==> config.mk <==
export PLATFORM = sky130hd
export DESIGN_NAME = template_tag_lexer_core
export DESIGN_NICKNAME = d
export VERILOG_FILES = /design/src/hw/rtl/tlex_pkg.sv /design/src/hw/rtl/template_tag_lexer_core.sv
export VERILOG_INCLUDE_DIRS = /design/src /design/src/hw/rtl
export SDC_FILE = /design/constraint.sdc
export NUM_CORES = 1
export LEC_CHECK = 0
export BUFFER_PORTS_ARGS = -buffer_cell sky130_fd_sc_hd__buf_2
export CORE_UTILIZATION = 35
export CTS_BUF_LIST = sky130_fd_sc_hd__clkbuf_4 sky130_fd_sc_hd__clkbuf_8
export CTS_CLUSTER_SIZE = 28
export DETAILED_ROUTE_END_ITERATION = 12
export PLACE_DENSITY_LB_ADDON = 0.05
export SLEW_MARGIN = 20
export SYNTH_ARGS = -nofsm -noshare
export SYNTH_HDL_FRONTEND = slang
export SYNTH_SLANG_ARGS = --single-unit
==> constraint.sdc <==
create_clock -name clk_i -period 2.85 [get_ports clk_i]
set_input_delay 0.57 -clock clk_i [delete_from_list [all_inputs] [get_ports clk_i]]
set_output_delay 0.57 -clock clk_i [all_outputs]
set_load 0.05 [all_outputs]
==> src/hw/rtl/template_tag_lexer_core_assert.svh <==
// Assertion macros for the template tag lexer.
`ifndef TEMPLATE_TAG_LEXER_CORE_ASSERT_SVH
`define TEMPLATE_TAG_LEXER_CORE_ASSERT_SVH

`ifndef SYNTH
// Same-cycle implication.
`define TLEX_ASSERT_IMPL(label, ante, cons) \
  label: assert property (@(posedge clk_i) disable iff (!rst_ni) (ante) |-> (cons)) \
    else $error("tlex check failed");
// Next-cycle implication.
`define TLEX_ASSERT_NEXT(label, ante, cons) \
  label: assert property (@(posedge clk_i) disable iff (!rst_ni) (ante) |=> (cons)) \
    else $error("tlex check failed");
`else
`define TLEX_ASSERT_IMPL(label, ante, cons)
`define TLEX_ASSERT_NEXT(label, ante, cons)
`endif

`endif

==> src/hw/rtl/tlex_pkg.sv <==
package tlex_pkg;

  typedef enum logic [2:0] {
    ModeText    = 3'd0,
    ModeOpen    = 3'd1,
    ModeClose   = 3'd2,
    ModeSymbol  = 3'd3,
    ModeInclude = 3'd4,
    ModeArgs    = 3'd5,
    ModeString  = 3'd6
  } lex_mode_e;

  localparam logic [2:0] KindText    = 3'd0;
  localparam logic [2:0] KindInclude = 3'd4;
  localparam logic [2:0] KindString  = 3'd5;

  localparam logic [2:0] ErrNone       = 3'd0;
  localparam logic [2:0] ErrIdent      = 3'd1;
  localparam logic [2:0] ErrFile       = 3'd2;
  localparam logic [2:0] ErrEmptyInc   = 3'd3;
  localparam logic [2:0] ErrArgChar    = 3'd4;
  localparam logic [2:0] ErrUntermTag  = 3'd5;
  localparam logic [2:0] ErrUntermStr  = 3'd6;

  localparam logic [7:0] ChBraceOpen  = 8'h7B;
  localparam logic [7:0] ChBraceClose = 8'h7D;
  localparam logic [7:0] ChHash       = 8'h23;
  localparam logic [7:0] ChSlash      = 8'h2F;
  localparam logic [7:0] ChDollar     = 8'h24;
  localparam logic [7:0] ChEquals     = 8'h3D;
  localparam logic [7:0] ChBackslash  = 8'h5C;
  localparam logic [7:0] ChSQuote     = 8'h27;
  localparam logic [7:0] ChDQuote     = 8'h22;
  localparam logic [7:0] ChCr         = 8'h0D;
  localparam logic [7:0] ChLf         = 8'h0A;
  localparam logic [7:0] ChTab        = 8'h09;
  localparam logic [7:0] ChSpace      = 8'h20;
  localparam logic [7:0] ChUnder      = 8'h5F;
  localparam logic [7:0] ChDash       = 8'h2D;
  localparam logic [7:0] ChDot        = 8'h2E;

  // Output queue depth; input is taken while two slots are free.
  localparam int unsigned Depth = 4;
  localparam int unsigned CntW  = $clog2(Depth + 1);

  typedef struct packed {
    logic [2:0] kind;
    logic [7:0] data;
    logic       bval;
    logic       tend;
    logic [2:0] err;
    logic       last;
  } result_t;

  function automatic logic ident_char(input logic [7:0] c);
    return (c == ChUnder) || (c >= 8'h30 && c <= 8'h39) ||
           (c >= 8'h61 && c <= 8'h7A) || (c >= 8'h41 && c <= 8'h5A);
  endfunction

  function automatic logic file_char(input logic [7:0] c);
    return ident_char(c) || (c == ChDash) || (c == ChDot);
  endfunction

  function automatic logic blank_char(input logic [7:0] c);
    return (c == ChCr) || (c == ChLf) || (c == ChTab) || (c == ChSpace);
  endfunction

  function automatic logic [2:0] kind_of(input lex_mode_e m);
    logic [2:0] k;
    unique case (m)
      ModeOpen, ModeClose, ModeSymbol, ModeInclude: k = 3'(m);
      ModeArgs:   k = KindInclude;
      ModeString: k = KindString;
      default:    k = KindText;
    endcase
    return k;
  endfunction

  function automatic result_t mk(input logic [2:0] kind, input logic [7:0] data,
                                 input logic bval, input logic tend,
                                 input logic [2:0] err);
    result_t r;
    r.kind = kind;
    r.data = data;
    r.bval = bval;
    r.tend = tend;
    r.err  = err;
    r.last = 1'b0;
    return r;
  endfunction

endpackage

==> src/hw/rtl/template_tag_lexer_core.sv <==
// Template tag lexer.
// Input channel (in_valid_i/in_ready_o) carries one template byte per transfer,
// or an end marker (is_end_i) that flushes pending text, checks for an open tag
// or string and returns the lexer to text mode. Output channel
// (out_valid_o/out_ready_i) carries token results: kind, byte, flags, error code,
// with last_o marking the final result caused by an input transfer.
// Each input byte is lexed in the cycle it is transferred; its zero, one or two
// results are registered into a four-entry output queue. Results leave at one
// per cycle while out_ready_i is high; the input side sustains one byte per
// cycle while out_ready_i is high and no more than one result per byte is made.
// in_ready_o is high while the queue has two free slots, so a stalled receiver
// blocks the input once fewer than two slots are free. Results are never dropped.
// Reset empties the queue and puts the lexer into text mode with no held brace,
// no pending newline skip and no latched error. After an error only the end
// marker is acted on.
module template_tag_lexer_core
  import tlex_pkg::*;
(
  input  logic       clk_i,
  input  logic       rst_ni,
  input  logic       in_valid_i,
  output logic       in_ready_o,
  input  logic [7:0] char_byte_i,
  input  logic       is_end_i,
  output logic       out_valid_o,
  input  logic       out_ready_i,
  output logic [2:0] token_kind_o,
  output logic [7:0] out_byte_o,
  output logic       byte_valid_o,
  output logic       token_end_o,
  output logic [2:0] error_code_o,
  output logic       last_o
);

  `include "template_tag_lexer_core_assert.svh"

  lex_mode_e mode_q, mode_d;
  logic brace_q, brace_d;
  logic skip_nl_q, skip_nl_d;
  logic dquote_q, dquote_d;
  logic esc_q, esc_d;
  logic nonempty_q, nonempty_d;
  logic err_q, err_d;

  result_t q_q [Depth];
  result_t q_d [Depth];
  logic [CntW-1:0] cnt_q, cnt_d;

  logic in_acc, pop;
  logic [1:0] n;
  result_t r0, r1, r0_f, r1_f;
  logic [7:0] c;
  logic [7:0] delim;

  assign in_ready_o = (cnt_q <= CntW'(Depth - 2));
  assign in_acc     = in_valid_i && in_ready_o;
  assign out_valid_o = (cnt_q != '0);
  assign pop        = out_valid_o && out_ready_i;
  assign c          = char_byte_i;
  assign delim      = dquote_q ? ChDQuote : ChSQuote;

  // Lexer step for the byte at the input ports.
  always_comb begin
    n          = 2'd0;
    r0         = '0;
    r1         = '0;
    mode_d     = mode_q;
    brace_d    = brace_q;
    skip_nl_d  = skip_nl_q;
    dquote_d   = dquote_q;
    esc_d      = esc_q;
    nonempty_d = nonempty_q;
    err_d      = err_q;
    if (is_end_i) begin
      if (!err_q) begin
        if (mode_q == ModeString) begin
          n  = 2'd1;
          r0 = mk(kind_of(mode_q), 8'h00, 1'b0, 1'b1, ErrUntermStr);
        end else if (mode_q != ModeText) begin
          n  = 2'd1;
          r0 = mk(kind_of(mode_q), 8'h00, 1'b0, 1'b1, ErrUntermTag);
        end else if (brace_q) begin
          n  = 2'd2;
          r0 = mk(KindText, ChBraceOpen, 1'b1, 1'b0, ErrNone);
          r1 = mk(KindText, 8'h00, 1'b0, 1'b1, ErrNone);
        end else if (nonempty_q) begin
          n  = 2'd1;
          r0 = mk(KindText, 8'h00, 1'b0, 1'b1, ErrNone);
        end
      end
      mode_d     = ModeText;
      brace_d    = 1'b0;
      skip_nl_d  = 1'b0;
      dquote_d   = 1'b0;
      esc_d      = 1'b0;
      nonempty_d = 1'b0;
      err_d      = 1'b0;
    end else if (!err_q) begin
      unique case (mode_q)
        ModeOpen, ModeClose, ModeSymbol: begin
          if (ident_char(c)) begin
            n  = 2'd1;
            r0 = mk(kind_of(mode_q), c, 1'b1, 1'b0, ErrNone);
          end else if (c == ChBraceClose) begin
            n          = 2'd1;
            r0         = mk(kind_of(mode_q), 8'h00, 1'b0, 1'b1, ErrNone);
            skip_nl_d  = (mode_q != ModeSymbol);
            mode_d     = ModeText;
            nonempty_d = 1'b0;
          end else begin
            n     = 2'd1;
            r0    = mk(kind_of(mode_q), 8'h00, 1'b0, 1'b1, ErrIdent);
            err_d = 1'b1;
          end
        end
        ModeInclude: begin
          if (file_char(c)) begin
            n          = 2'd1;
            r0         = mk(KindInclude, c, 1'b1, 1'b0, ErrNone);
            nonempty_d = 1'b1;
          end else if (c == ChBraceClose || blank_char(c)) begin
            n = 2'd1;
            if (!nonempty_q) begin
              r0    = mk(KindInclude, 8'h00, 1'b0, 1'b1, ErrEmptyInc);
              err_d = 1'b1;
            end else begin
              r0         = mk(KindInclude, 8'h00, 1'b0, 1'b1, ErrNone);
              nonempty_d = 1'b0;
              if (c == ChBraceClose) begin
                mode_d    = ModeText;
                skip_nl_d = 1'b1;
              end else begin
                mode_d = ModeArgs;
              end
            end
          end else begin
            n     = 2'd1;
            r0    = mk(KindInclude, 8'h00, 1'b0, 1'b1, ErrFile);
            err_d = 1'b1;
          end
        end
        ModeArgs: begin
          if (c == ChSQuote || c == ChDQuote) begin
            mode_d   = ModeString;
            dquote_d = (c == ChDQuote);
            esc_d    = 1'b0;
          end else if (c == ChBraceClose) begin
            mode_d    = ModeText;
            skip_nl_d = 1'b1;
          end else if (!blank_char(c)) begin
            n     = 2'd1;
            r0    = mk(KindInclude, 8'h00, 1'b0, 1'b1, ErrArgChar);
            err_d = 1'b1;
          end
        end
        ModeString: begin
          if (esc_q) begin
            esc_d = 1'b0;
            if (c == delim || c == ChBackslash || c == ChCr || c == ChLf ||
                c == ChTab) begin
              n  = 2'd1;
              r0 = mk(KindString, c, 1'b1, 1'b0, ErrNone);
            end else begin
              // unknown escape keeps its backslash
              n  = 2'd2;
              r0 = mk(KindString, ChBackslash, 1'b1, 1'b0, ErrNone);
              r1 = mk(KindString, c, 1'b1, 1'b0, ErrNone);
            end
          end else if (c == delim) begin
            n      = 2'd1;
            r0     = mk(KindString, 8'h00, 1'b0, 1'b1, ErrNone);
            mode_d = ModeArgs;
          end else if (c == ChBackslash) begin
            esc_d = 1'b1;
          end else begin
            n  = 2'd1;
            r0 = mk(KindString, c, 1'b1, 1'b0, ErrNone);
          end
        end
        default: begin
          mode_d = ModeText;
          if (brace_q) begin
            if (c == ChHash || c == ChSlash || c == ChDollar || c == ChEquals) begin
              brace_d = 1'b0;
              if (nonempty_q) begin
                n  = 2'd1;
                r0 = mk(KindText, 8'h00, 1'b0, 1'b1, ErrNone);
              end
              nonempty_d = 1'b0;
              if (c == ChHash)        mode_d = ModeOpen;
              else if (c == ChSlash)  mode_d = ModeClose;
              else if (c == ChDollar) mode_d = ModeSymbol;
              else                    mode_d = ModeInclude;
            end else begin
              r0         = mk(KindText, ChBraceOpen, 1'b1, 1'b0, ErrNone);
              nonempty_d = 1'b1;
              if (c != ChBraceOpen) begin
                n       = 2'd2;
                brace_d = 1'b0;
                r1      = mk(KindText, c, 1'b1, 1'b0, ErrNone);
              end else begin
                n = 2'd1;
              end
            end
          end else if (skip_nl_q && (c == ChCr || c == ChLf)) begin
            skip_nl_d = 1'b0;
          end else begin
            skip_nl_d = 1'b0;
            if (c == ChBraceOpen) begin
              brace_d = 1'b1;
            end else begin
              n          = 2'd1;
              r0         = mk(KindText, c, 1'b1, 1'b0, ErrNone);
              nonempty_d = 1'b1;
            end
          end
        end
      endcase
    end
  end

  // Mark the final result of the step.
  always_comb begin
    r0_f      = r0;
    r1_f      = r1;
    r0_f.last = (n == 2'd1);
    r1_f.last = (n == 2'd2);
  end

  // Shifting output queue: slot 0 is the head.
  always_comb begin
    logic [CntW-1:0] base;
    logic [1:0]      push_n;
    push_n = in_acc ? n : 2'd0;
    base   = cnt_q - CntW'(pop);
    for (int i = 0; i < Depth; i++) begin
      if (pop && (i < Depth - 1)) begin
        q_d[i] = q_q[(i < Depth - 1) ? i + 1 : i];
      end else begin
        q_d[i] = q_q[i];
      end
      if ((push_n != 2'd0) && (CntW'(i) == base)) begin
        q_d[i] = r0_f;
      end
      if ((push_n == 2'd2) && (CntW'(i) == base + CntW'(1))) begin
        q_d[i] = r1_f;
      end
    end
    cnt_d = base + CntW'(push_n);
  end

  always_ff @(posedge clk_i or negedge rst_ni) begin
    if (!rst_ni) begin
      mode_q     <= ModeText;
      brace_q    <= 1'b0;
      skip_nl_q  <= 1'b0;
      dquote_q   <= 1'b0;
      esc_q      <= 1'b0;
      nonempty_q <= 1'b0;
      err_q      <= 1'b0;
      cnt_q      <= '0;
    end else begin
      cnt_q <= cnt_d;
      if (in_acc) begin
        mode_q     <= mode_d;
        brace_q    <= brace_d;
        skip_nl_q  <= skip_nl_d;
        dquote_q   <= dquote_d;
        esc_q      <= esc_d;
        nonempty_q <= nonempty_d;
        err_q      <= err_d;
      end
    end
  end

  always_ff @(posedge clk_i) begin
    q_q <= q_d;
  end

  assign token_kind_o = q_q[0].kind;
  assign out_byte_o   = q_q[0].data;
  assign byte_valid_o = q_q[0].bval;
  assign token_end_o  = q_q[0].tend;
  assign error_code_o = q_q[0].err;
  assign last_o       = q_q[0].last;

  `TLEX_ASSERT_IMPL(a_cnt_bound, 1'b1, cnt_q <= CntW'(Depth))
  `TLEX_ASSERT_IMPL(a_room_for_two, in_ready_o, cnt_q + CntW'(2) <= CntW'(Depth))
  `TLEX_ASSERT_IMPL(a_latched_silent, in_acc && err_q && !is_end_i, n == 2'd0)
  `TLEX_ASSERT_NEXT(a_end_clears, in_acc && is_end_i,
                    mode_q == ModeText && !brace_q && !err_q && !nonempty_q)
  `TLEX_ASSERT_NEXT(a_error_latches, in_acc && !is_end_i && n != 2'd0 && r0.err != ErrNone,
                    err_q)

endmodule
==> results.txt <==
The pin count of the biggest net entering global routing came out at 19. The number of different library cells in the post-synthesis netlist came out at 74. The synthesis-to-layout area growth came out at 29.9%. In this run the count of I/O pins placed on the die edge is 32.

The synthesized design spends more area on one cell type than any other, namely edfxtp_1. The final-layout fill cell count is about 1500. The signal on the critical path passes through buf_2, nor4bb_1, nand4_1, buf_4, buf_4, and4b_1, a211oi_4, buf_12, a21oi_4, buf_4, or3_4. The tightest min-delay check is of the input port to async pin type. The number of antenna violations at the first check in global routing is 0.

The share of the clock period used by the worst path after layout is 1.00. The endpoint class of the critical path is a flop. The maximum ir drop on the vdd rail came out at approximately 0.34 mV. The share of synthesized area occupied by flip-flops and latches came out at 0.430.

The worst-case clock buffer depth is 2. The number of max-slew violations in the final report is 0. The worst path setup slack after routing came out at -0.00388 ns. The worst setup path is launched from an input port. The floorplan has 45 rows.

The number of synthesized flops with an enable pin is 68. The H-tree was split into 3 levels. The number of CTS-inserted buffers came out at 9. The share of the synthesized area in the top cell type is 0.374. The count of unresolved DRC violations after routing is 0.

The multiplexer fraction of the synthesized cell area is 0.0574. The cell-internal power came out at 3.37 mW. The TritonCTS clock tree is yes. By instance count, the leading cell after synthesis is nand2_1. The area fraction in compound gates after synthesis came to 0.207.

The routed length on met2 is roughly 8500 um. The core footprint came out at between 15000 and 20000 um^2. The total count of hold-check failures in the final report is 0. Ranked by instance count, the synthesized netlist is headed by nand2_1 (85), nor2_1 (71), edfxtp_1 (68).

At the later pin of the worst-skew pair, clock insertion delay measures ~0.38 ns. Wires add up to approximately 17000 um. The buffer type at the clock tree root is clkbuf_8. For this design the total switching power over the nets is roughly 2.4 mW. The share of total power dissipated in combinational logic is 0.517. The run finished, with violations left.

The endpoint required time on the critical path came out at slightly below 3 ns. Measured along the x axis, the die boundary spans around 130 um. The top fanout value on the critical path is 16.

The port buffer count came out at 31. The iteration count of the initial detailed-routing pass is 6. The final global-route overflow total came out at 0.

Once layout is complete, the utilization of the core stands at 0.466. The synthesized-area fraction occupied by xor and xnor cells came out at 0.00482. By area the synthesized netlist is led by edfxtp_1 (37%), nand2_1 (5.9%), dfrtp_1 (5.5%). Across the run, the number of max-cap violations was 0. In this design, the stage delay of the slowest critical-path cell is around 0.45 ns. The most common flop cell mapped by yosys is edfxtp_1. The share of total power dissipated in sequential elements is 0.312. The buffers plus inverters on the worst setup path is 5.

The total number of yosys warnings is 0. The placed instance count is approximately 870. In this run the static leakage power is between 2 and 3 nW.

Routability-driven placement finished with a final weighted congestion of roughly 0.95. The initial detailed-routing violation count came out at approximately 360. The worst clock skew on the final layout came out at 0.0208 ns. The via count is roughly 5000.

The switching power as a share of total power is 0.418. The critical path in this run is classified as input port to flop. The via count normalized by instance count came out at around 5.5. The half-perimeter wire length after placement is approximately 13000 um. The post-synthesis async set-or-reset flop share is 0.150. In this run the top signal layer used is met4. Setup violations remaining at the end of the flow were counted as 8.

The net count after synthesis is between 600 and 700. The number of register bits inferred by synthesis is 80. The die area is about 16000 um^2. Data on the critical path arrives at its endpoint at between 2 and 3 ns. The arithmetic-cell share of the synthesized area counting full adders, half adders and majority gates came out at 0.0128. The synthesized cell area is about 5500 um^2. In the final routed layout, each cell accounts on average for between 15 and 20 um. Clock-pin slew was measured on the worst setup and hold paths at roughly 0.11 ns. The layout cell share with drive strength beyond 1 is 0.340. In this design, the largest share of critical-path delay is due to simple AND/OR/NAND/NOR gates. The checks that failed: negative setup slack. Measured against its own limit, the worst slew margin works out to 0.509.

The count of non-filler cells in the finished layout is around 900. Counting stages on the worst path, the most repeated cell is buf_4. The wire length of the first global-routing pass came out at between 20000 and 30000 um. The final net count is 734. For this design the ratio of total power to cell area is 817 nW/um^2. The sum of met3 wire segment lengths after detailed routing came out at between 500 and 600 um. Across every metal layer, demand over resource in global routing totals 0.211. The final period demand of the worst path came out at between 2 and 3 ns. The number of antenna diodes in the final layout is 0. After technology mapping, the gate count stands at slightly below 600. The chip height came out at between 100 and 150 um. In this run, post-CTS hold repair placed 0 buffers.

The share of total power dissipated in the clock network is 0.171. The via count of the first global-routing pass came out at roughly 4700. The synthesized-area fraction occupied by and/or/nand/nor cells is 0.216. The count of nets left with antenna violations once routing finished came out at 0. The initial utilization of the core area, before any placement, comes to 0.359. The slew at the pin closest to its max-slew limit came out at 0.731 ns.

Timing would allow up to 0.350 GHz. For this block, wires on met1 add up to roughly 7500 um. The worst-path cell with the longest stage delay is or3_4.

The dominant combinational cell family by area after synthesis is simple AND/OR/NAND/NOR gates. Averaged over all synthesized cells, the footprint is slightly above 9 um^2. The clock sink total is 80.
## power groups by stage
stage	Sequential, mW	Clock [mW]	Combinational, mW
5_1_grt	1.83	1.07	3.27
6_report	1.80	0.990	2.99
3_3_place_gp	1.83	0	2.64
4_1_cts	1.80	1.01	2.68
3_5_place_dp	1.83	0	2.66
2_1_floorplan	1.79	0	1.54
## per-layer routing
layer / vias to the layer above / track usage
met5: - / 0
met4: 0 / 0.0728
met3: 29 / 0.0316
met2: 122 / 0.361
met1: 2391 / 0.272
li1: 2447 / -
## path summary, 6_finish.rpt
| kind | from | end | slack (ns) | cells past startpoint |
|---|---|---|---|---|
| max | char_byte_i[2] | q_q[39] | -0.004 | 11 |
| max reg2reg | cnt_q[1] | q_q[24] | 0.08 | 11 |
| min reg2reg | q_q[17] | q_q[34] | 0.56 | 2 |
| min | rst_ni | cnt_q[2] | 0.07 | 1 |
| min in group clk_i | q_q[17] | q_q[34] | 0.56 | 2 |
| max in group asynchronous | rst_ni | mode_q[0] | 2.49 | 1 |
## worst register-to-register path, delay by kind of cell (launching register included)
kind | cells | cell delay, ns
buf+inv | 2 | 0.18
fa+ha+maj | 3 | 0.63
flops | 1 | 0.39
simple gates | 6 | 1.29
## area by class of cell
class / instances / area, um^2 / area share
multi-input combinational: 442 / 2970 / 0.419
clock inverter: 7 / 104 / 0.0147
timing repair buffer: 167 / 1250 / 0.176
sequential: 80 / 2340 / 0.331
tap: 188 / 235 / 0.0332
clock buffer: 9 / 124 / 0.0175
inverter: 16 / 60.1 / 0.00848
## stage by stage
| step | setup slack, ns | setup TNS, ns | total power, mW | hold slack, ns | instance area (um^2) |
|---|---|---|---|---|---|
| floorplan | -0.102 | -5.04 | 3.33 | 0.274 | 5540 |
| global placement | -0.288 | -25.49 | 4.47 | 0.486 | 6520 |
| detailed placement | -0.293 | -26.79 | 4.48 | 0.488 | 6520 |
| CTS | 0.0151 | 0 | 5.50 | 0.0616 | 6760 |
| global route | -0.0340 | -0.446 | 6.17 | 0.0695 | 7080 |
| finish | -0.00388 | -0.0125 | 5.79 | 0.0704 | 7080 |
## flip-flops by register name, summed over array words and instances (netlist names), 3 cells and up
register / count
q_q: 51
token_kind_o: 3
error_code_o: 3
cnt_q: 3
mode_q: 3
out_byte_o: 8
## cells by family (layout without fill, tap and decap cells)
logic type,after synthesis,count (layout)
xor+xnor,3,3
buf+inv,70,199
fa+ha+maj,5,5
mux,31,31
simple gates,244,248
flops,80,80
compound gates,155,155
## what timing repair did
action / CTS / global route
cloned: 0 / 4
setup endpoints to repair: 28 / 124
gates resized for setup: 5 / 38
pin swaps: 2 / 15
setup buffers: 0 / 15
## cell usage in the layout (no fill, tap or decap), drive strengths merged, types with 4 or more instances in the layout
master | synthesis | final
a221oi | 5 | 5
clkbuf | 13 | 9
o41ai | 5 | 5
and3 | 5 | 5
and2 | 4 | 4
o211ai | 8 | 8
o221ai | 15 | 15
nor2b | 6 | 6
mux2i | 29 | 29
nand4 | 9 | 9
nor3 | 11 | 11
a21oi | 40 | 40
o22ai | 6 | 6
nand3 | 18 | 18
nor2 | 71 | 71
o21ai | 27 | 27
edfxtp | 68 | 68
or3 | 8 | 10
a31oi | 6 | 6
dfrtp | 12 | 12
inv | 16 | 18
nand2 | 85 | 85
or2 | 5 | 7
buf | 41 | 167
a21o | 5 | 5
o31ai | 7 | 7
a211oi | 8 | 8
ha | 4 | 4
Power figures use the tool's default switching activity.
